File: config.mk
export PLATFORM = sky130hd
export DESIGN_NAME = ymodem_frame_receiver
export DESIGN_NICKNAME = d
export VERILOG_FILES = /design/src/ymf_pkg.sv /design/src/ymf_in_reg.sv /design/src/ymf_framer.sv /design/src/ymf_out_reg.sv /design/src/ymodem_frame_receiver.sv
export SDC_FILE = /design/constraint.sdc
export NUM_CORES = 1
export LEC_CHECK = 0
export ABC_AREA = 1
export ABC_CLOCK_PERIOD_IN_PS = 2500
export BUFFER_PORTS_ARGS = -buffer_cell sky130_fd_sc_hd__buf_2
export CORE_MARGIN = 2
export CORE_UTILIZATION = 45
export DETAILED_ROUTE_END_ITERATION = 8
export PLACE_DENSITY = 0.65
export REMOVE_ABC_BUFFERS = 1
export SYNTH_ARGS = -nofsm -noshare
export SYNTH_HDL_FRONTEND = slang
export SYNTH_SLANG_ARGS = --single-unit
File: constraint.sdc
create_clock -name clk -period 2.5 [get_ports clk]
set_input_delay 0.5 -clock clk [delete_from_list [all_inputs] [get_ports clk]]
set_output_delay 0.5 -clock clk [all_outputs]
set_load 0.02 [all_outputs]
File: src/ymf_pkg.sv
// ----------------------------------------------------------------------------
// ymf_pkg
// Types, codes and constants shared by the YMODEM frame receiver.
// ----------------------------------------------------------------------------
package ymf_pkg;

  localparam int unsigned SHORT_DATA_BYTES = 128;
  localparam int unsigned LONG_DATA_BYTES  = 1024;

  localparam int unsigned POS_W = 11;
  localparam int unsigned IDX_W = 10;

  typedef logic [POS_W-1:0] pos_t;

  localparam pos_t POS_WAIT       = POS_W'(0);
  localparam pos_t POS_BLOCK      = POS_W'(1);
  localparam pos_t POS_COMPL      = POS_W'(2);
  localparam pos_t POS_DATA       = POS_W'(3);
  localparam pos_t POS_SHORT_CRCH = POS_W'(3 + SHORT_DATA_BYTES);
  localparam pos_t POS_LONG_CRCH  = POS_W'(3 + LONG_DATA_BYTES);

  localparam logic [7:0] LEAD_SOH = 8'h01;
  localparam logic [7:0] LEAD_STX = 8'h02;
  localparam logic [7:0] LEAD_EOT = 8'h04;

  localparam logic [15:0] CRC_POLY = 16'h1021;
  localparam logic [8:0]  COMPL_SUM = 9'h0ff;

  localparam logic KIND_PAYLOAD = 1'b0;
  localparam logic KIND_VERDICT = 1'b1;

  typedef enum logic [2:0] {
    VERDICT_GOOD     = 3'd0,
    VERDICT_CRC_ERR  = 3'd1,
    VERDICT_END_NULL = 3'd2,
    VERDICT_EOT_NAK  = 3'd3,
    VERDICT_EOT_ACK  = 3'd4,
    VERDICT_DISCARD  = 3'd5
  } verdict_t;

  typedef enum logic [1:0] {
    END_NONE = 2'd0,
    END_ONE  = 2'd1,
    END_TWO  = 2'd2
  } end_seq_t;

  typedef struct packed {
    logic       mode;
    logic [7:0] rx_byte;
  } in_word_t;

  typedef struct packed {
    logic             out_kind;
    logic [7:0]       payload_byte;
    logic [IDX_W-1:0] payload_index;
    logic [7:0]       block_number;
    logic             long_packet;
    verdict_t         verdict;
  } out_word_t;

  typedef struct packed {
    logic     advance;
    in_word_t word;
  } frm_ctrl_t;

  function automatic logic [15:0] crc_byte(input logic [15:0] crc, input logic [7:0] b);
    logic [15:0] c;
    c = crc ^ {b, 8'h00};
    for (int i = 0; i < 8; i++) begin
      if (c[15]) begin
        c = {c[14:0], 1'b0} ^ CRC_POLY;
      end else begin
        c = {c[14:0], 1'b0};
      end
    end
    return c;
  endfunction

endpackage

File: src/ymf_in_reg.sv
// ----------------------------------------------------------------------------
// ymf_in_reg
// Input register: holds one received word until the framer consumes it.
// ----------------------------------------------------------------------------
module ymf_in_reg (
  input  logic              clk,
  input  logic              rst,
  input  logic              byte_valid,
  output logic              byte_stall,
  input  ymf_pkg::in_word_t byte_word,
  input  logic              advance,
  output logic              held_valid,
  output ymf_pkg::in_word_t held_word
);

  logic accept;

  assign byte_stall = held_valid && !advance;
  assign accept     = byte_valid && !byte_stall;

  always_ff @(posedge clk) begin
    if (rst) begin
      held_valid <= 1'b0;
    end else if (accept) begin
      held_valid <= 1'b1;
    end else if (advance) begin
      held_valid <= 1'b0;
    end
  end

  always_ff @(posedge clk) begin
    if (accept) begin
      held_word <= byte_word;
    end
  end

endmodule

File: src/ymf_framer.sv
// ----------------------------------------------------------------------------
// ymf_framer
// Packet framing state, bytewise CRC and verdict logic.
// ----------------------------------------------------------------------------
module ymf_framer (
  input  logic               clk,
  input  logic               rst,
  input  ymf_pkg::frm_ctrl_t ctrl,
  output logic               has_result,
  output ymf_pkg::out_word_t result
);

  ymf_pkg::pos_t     pos, pos_next;
  logic              is_long, is_long_next;
  logic [7:0]        block_byte, block_byte_next;
  logic [7:0]        compl_byte, compl_byte_next;
  logic [15:0]       crc, crc_next;
  logic [7:0]        crc_high, crc_high_next;
  ymf_pkg::end_seq_t end_seq, end_seq_next;

  ymf_pkg::pos_t crc_high_pos;
  logic [7:0]    b;
  logic [15:0]   rx_crc;
  logic [8:0]    compl_sum;

  assign b            = ctrl.word.rx_byte;
  assign crc_high_pos = is_long ? ymf_pkg::POS_LONG_CRCH : ymf_pkg::POS_SHORT_CRCH;
  assign rx_crc       = {crc_high, b};
  assign compl_sum    = {1'b0, block_byte} + {1'b0, compl_byte};

  always_comb begin
    pos_next        = pos;
    is_long_next    = is_long;
    block_byte_next = block_byte;
    compl_byte_next = compl_byte;
    crc_next        = crc;
    crc_high_next   = crc_high;
    end_seq_next    = end_seq;
    has_result      = 1'b0;
    result          = '0;
    if (ctrl.word.mode) begin
      pos_next        = ymf_pkg::POS_WAIT;
      is_long_next    = 1'b0;
      block_byte_next = '0;
      compl_byte_next = '0;
      crc_next        = '0;
      crc_high_next   = '0;
      end_seq_next    = ymf_pkg::END_NONE;
    end else if (pos == ymf_pkg::POS_WAIT) begin
      if (b == ymf_pkg::LEAD_SOH || b == ymf_pkg::LEAD_STX) begin
        is_long_next = (b == ymf_pkg::LEAD_STX);
        crc_next     = '0;
        pos_next     = ymf_pkg::POS_BLOCK;
      end else if (b == ymf_pkg::LEAD_EOT) begin
        case (end_seq)
          ymf_pkg::END_NONE: begin
            end_seq_next     = ymf_pkg::END_ONE;
            has_result       = 1'b1;
            result.out_kind  = ymf_pkg::KIND_VERDICT;
            result.verdict   = ymf_pkg::VERDICT_EOT_NAK;
          end
          ymf_pkg::END_ONE: begin
            end_seq_next     = ymf_pkg::END_TWO;
            has_result       = 1'b1;
            result.out_kind  = ymf_pkg::KIND_VERDICT;
            result.verdict   = ymf_pkg::VERDICT_EOT_ACK;
          end
          default: begin
          end
        endcase
      end
    end else if (pos == ymf_pkg::POS_BLOCK) begin
      block_byte_next = b;
      pos_next        = ymf_pkg::POS_COMPL;
    end else if (pos == ymf_pkg::POS_COMPL) begin
      compl_byte_next = b;
      pos_next        = ymf_pkg::POS_DATA;
    end else if (pos < crc_high_pos) begin
      crc_next             = ymf_pkg::crc_byte(crc, b);
      pos_next             = pos + ymf_pkg::POS_W'(1);
      has_result           = 1'b1;
      result.out_kind      = ymf_pkg::KIND_PAYLOAD;
      result.payload_byte  = b;
      result.payload_index = ymf_pkg::IDX_W'(pos - ymf_pkg::POS_DATA);
      result.block_number  = block_byte;
      result.long_packet   = is_long;
      result.verdict       = ymf_pkg::VERDICT_GOOD;
    end else if (pos == crc_high_pos) begin
      crc_high_next = b;
      pos_next      = pos + ymf_pkg::POS_W'(1);
    end else begin
      pos_next            = ymf_pkg::POS_WAIT;
      has_result          = 1'b1;
      result.out_kind     = ymf_pkg::KIND_VERDICT;
      result.block_number = block_byte;
      result.long_packet  = is_long;
      if (compl_sum != ymf_pkg::COMPL_SUM) begin
        result.verdict = ymf_pkg::VERDICT_DISCARD;
      end else if (end_seq == ymf_pkg::END_TWO && block_byte == 8'h00) begin
        result.verdict = ymf_pkg::VERDICT_END_NULL;
      end else if (rx_crc == crc) begin
        result.verdict = ymf_pkg::VERDICT_GOOD;
      end else begin
        result.verdict = ymf_pkg::VERDICT_CRC_ERR;
      end
    end
  end

  always_ff @(posedge clk) begin
    if (rst) begin
      pos        <= ymf_pkg::POS_WAIT;
      is_long    <= 1'b0;
      block_byte <= '0;
      compl_byte <= '0;
      crc        <= '0;
      crc_high   <= '0;
      end_seq    <= ymf_pkg::END_NONE;
    end else if (ctrl.advance) begin
      pos        <= pos_next;
      is_long    <= is_long_next;
      block_byte <= block_byte_next;
      compl_byte <= compl_byte_next;
      crc        <= crc_next;
      crc_high   <= crc_high_next;
      end_seq    <= end_seq_next;
    end
  end

endmodule

File: src/ymf_out_reg.sv
// ----------------------------------------------------------------------------
// ymf_out_reg
// Result register: holds one result word until the consumer takes it.
// ----------------------------------------------------------------------------
module ymf_out_reg (
  input  logic               clk,
  input  logic               rst,
  input  logic               load,
  input  ymf_pkg::out_word_t load_word,
  output logic               result_valid,
  input  logic               result_stall,
  output ymf_pkg::out_word_t result_word,
  output logic               free
);

  assign free = !result_valid || !result_stall;

  always_ff @(posedge clk) begin
    if (rst) begin
      result_valid <= 1'b0;
    end else if (load) begin
      result_valid <= 1'b1;
    end else if (!result_stall) begin
      result_valid <= 1'b0;
    end
  end

  always_ff @(posedge clk) begin
    if (load) begin
      result_word <= load_word;
    end
  end

endmodule

File: src/ymodem_frame_receiver.sv
// Data path: input register, combinational framer, result register.
// Throughput: one word per cycle; the framer consumes a held word whenever
// the result register is empty or being drained.
// Reset: synchronous; clears framing, CRC, end sequence and both valid flags.
// ----------------------------------------------------------------------------
// ymodem_frame_receiver
// YMODEM packet framer with CRC-16/XMODEM check and EOT end sequence.
// ----------------------------------------------------------------------------
module ymodem_frame_receiver (
  input  logic               clk,
  input  logic               rst,
  input  logic               byte_valid,
  output logic               byte_stall,
  input  ymf_pkg::in_word_t  byte_word,
  output logic               result_valid,
  input  logic               result_stall,
  output ymf_pkg::out_word_t result_word
);

  logic               held_valid;
  ymf_pkg::in_word_t  held_word;
  logic               free;
  logic               has_result;
  ymf_pkg::out_word_t frm_result;
  ymf_pkg::frm_ctrl_t ctrl;

  assign ctrl.advance = held_valid && free;
  assign ctrl.word    = held_word;

  ymf_in_reg u_in (
    .clk        (clk),
    .rst        (rst),
    .byte_valid (byte_valid),
    .byte_stall (byte_stall),
    .byte_word  (byte_word),
    .advance    (ctrl.advance),
    .held_valid (held_valid),
    .held_word  (held_word)
  );

  ymf_framer u_framer (
    .clk        (clk),
    .rst        (rst),
    .ctrl       (ctrl),
    .has_result (has_result),
    .result     (frm_result)
  );

  ymf_out_reg u_out (
    .clk          (clk),
    .rst          (rst),
    .load         (ctrl.advance && has_result),
    .load_word    (frm_result),
    .result_valid (result_valid),
    .result_stall (result_stall),
    .result_word  (result_word),
    .free         (free)
  );

endmodule
==> impl_metrics.yaml <==
status:
  run_status: "finished clean"
yosys:
  fraction_of_the_yosys_area_taken_by_sequential_cells_pct: 43.18
  synth.ff_latch_count: 96
  yosysWarningCount: 0
  count_of_flip_flops_with_a_built_in_enable_after_synthesis: 40
  ys.flop_type: "dfxtp_1"
  synthesis.instances: 717
  post_synth_instance_area_um2: 5378
  postSynthAreaPerCell_um2: 7.500
  netlist-cell-type-count: 39
  async_reset_ff_share_pct: 0
  post-synth-top-area-cell: "edfxtp_1"
  post-synth-top-area-fraction_pct: 22.34
  cell_types_with_the_largest_area_share_after_synthesis: "edfxtp_1 (22%), dfxtp_1 (21%), nand2_1 (12%), nor2_1 (8.8%), inv_1 (6.1%)"
clock_tree:
  clk_path_buf_depth: 2
  post-cts-setup-buffer-count: 0
  clock_tree.htree_level_count: 3
  worst_skew_pair.late_latency_ns: 0.34
  clkSlewWorstSetupHoldPaths_ns: 0.07
  cts_root_buffer: "clkbuf_16"
  cts.sink_count: 96
  tritoncts: "built"
  cts_made_buffers: 9
timing:
  rsz0062_at_grt: "no"
  final_hold_viol_count: 0
  max_slew.worst_pin.slew_ns: 0.5839
  max-slew-margin-rel_pct: 61.03
  max_slew_vio_count: 0
  fin_skew_ns: 0.006516
  finalCriticalPeriod_ns: 2.335
  fmax_ghz: 0.4283
  setup_tns_ns: 0
  timing.final.setup_violations: 0
  worst_slack_ns: 0.1654
  finalCritPeriodShare_pct: 93.38
final_layout:
  area.sequential_um2: 2322
  drive_gt1_share_pct: 15.40
  area_of_the_multi_input_gates_um2: 2572
  syn_to_final_growth_pct: 12.56
  nNetsFinal: 789
  insertedDiodeCount: 0
  filler_cell_count: 1143
critical_path:
  critPathCaptureType: "flop"
  worstPathCellList: "inv_1, ha_1, inv_1, nor2_1, o21ai_2, nand2_1, nor2_2, nand3_2, nor2_1"
  worst-endpoint-required_ns: 2.65
  crit_path_start_kind: "flop"
  cp_data_arrival_time_ns: 2.48
  critPathMaxFanout: 18
  crit_path_top_delay_cell: "dfxtp_1"
  cpPeakStageDelay_ns: 0.44
  timing.setup.critical_path_class: "reg -> reg"
global_route:
  global_route.usage.total_pct: 20.84
  grt_pass1_wl_um: 21420
  grt_antenna_before_repair: 0
  grt_max_degree: 35
  first_global_vias: 4303
  grt_overflow_total: 0
floorplan:
  top_level_ports: 46
  core_area_um2: 11520
  initial_utilization_pct: 46.70
  area_of_the_die_um2: 12840
  std_cell_rows: 39
  chipHeight_um: 113.3
  die_w_um: 113.3
routing:
  first_iter_violations: 292
  detailedRoute.firstPassIterationCount: 5
  drc: 0
  avgRoutedWirePerCell_um: 13.97
  vias: 4595
  antenna_left: 0
  avgViaCountPerCell: 5.055
  routed_wirelength_um: 12700
placement:
  gp_congestion: 0.9332
  placement.io_buffers: 45
  detailedPlacementHpwl_um: 9500
  placement.setup.worst_slack_ns: 0.1335
pwr:
  static-leakage-power_nw: 2.635
  powerDensity_nw_per_um2: 604.5
  irDropWorstVdd_mv: 0.4431
run:
  max_cap_violations: 0
worst_hold_path:
  timing.hold.worst.class: "in -> reg"
-- synth_stat cells, types with 9 or more instances --
cell type,n
ha_1,14
inv_2,9
nand2_1,169
inv_1,87
a21oi_1,37
a21oi_2,11
dfxtp_1,56
nand3_1,30
xor2_1,15
nand2_2,14
nor2_1,126
edfxtp_1,40
nor3_1,14
o21ai_0,28
xnor2_1,12
-- final timing paths --
check / start / to / slack, ns / depth (start not counted)
setup reg to reg: u_framer.pos[0] / u_out.result_word[26] / 0.17 / 9
setup / recovery: u_framer.pos[0] / u_out.result_word[26] / 0.17 / 9
hold / removal: byte_word[0] / u_in.held_word[0] / 0.33 / 1
hold reg to reg: u_framer.crc_high[7] / u_framer.crc_high[7] / 0.49 / 2
-- repair_timing --
item                                    4_1_cts  5_1_grt
gates resized for setup                       0        2
endpoints found under the setup margin        0       26
hold buffers                                  0        0
-- worst max-delay path, delay by kind of cell, from the launching register on --
kind / cells / cell delay [ns]
flip-flops: 1 / 0.44
adder cells (fa/ha/maj): 1 / 0.21
AO/OA/AOI/OAI: 1 / 0.20
buffers and inverters: 2 / 0.17
AND/OR/NAND/NOR: 5 / 1.10
-- per-stage QoR --
step / power, W / area (um2) / hold slack (ns) / util [%] / cells
after CTS: 0.003680 / 6051 / 0.3232 / 52.54 / 909
after global placement: 0.002131 / 5714 / 0.4674 / 49.62 / 893
after global routing: 0.003796 / 6053 / 0.3236 / 52.56 / 909
after floorplan: 0.002014 / 5260 / 0.4508 / - / 700
after detailed placement: 0.002136 / 5714 / 0.4808 / 49.62 / 893
final: 0.003659 / 6053 / 0.3294 / 52.56 / 909
-- cells in the final DEF, fill, tap and decap left out, types with 11 or more instances in the layout --
cell type  instances
a21oi_2           11
xor2_1            15
buf_2             45
xnor2_1           12
o21ai_0           28
a21oi_1           37
nand2_2           15
nor3_1            14
dfxtp_1           56
nand2_1          168
nor2_1           126
ha_1              14
edfxtp_1          40
nand3_1           30
inv_1             86
-- flip-flops by register name (all words and copies together), names as in the netlist --
name,count
u_framer.block_byte,8
u_framer.compl_byte,8
u_framer.crc,16
u_framer.crc_high,8
u_framer.end_seq,2
u_framer.is_long,1
u_framer.pos,11
u_in.held_valid,1
u_in.held_word,9
u_out.result_valid,1
u_out.result_word,31
-- where the power goes --
part           internal (W)  leakage [nW]  switching (W)
Combinational      0.000124          1.66       0.000267
Clock              0.000973         0.159       0.000579
Sequential          0.00167         0.813      0.0000409
-- kinds of logic (layout without fill, tap and decap cells) --
logic type | count (synthesis) | count (layout) | share of synthesized area, %
compound gates | 87 | 87 | 9.679
flops | 96 | 96 | 43.18
xor+xnor | 27 | 27 | 4.397
simple gates | 377 | 377 | 30.08
buf+inv | 115 | 164 | 9.027
fa+ha+maj | 15 | 15 | 3.630
-- layer usage --
metal / part of all wire, % / track usage, %
met1: 49 / 29.66
met2: 45 / 32.57
met3: 4.7 / 4.446
met4: 1.0 / 5.041
met5: 0 / 0
-- cell type report --
| class | count | share of cell area (%) |
|---|---|---|
| inverters | 98 | 6.077 |
| well taps | 143 | 2.956 |
| multi-input cells | 506 | 42.50 |
| clock buffers | 10 | 3.783 |
| clock inverters | 6 | 1.778 |
| repair buffers | 50 | 4.547 |
| flip-flops and latches | 96 | 38.36 |
Power figures use the tool's default switching activity.
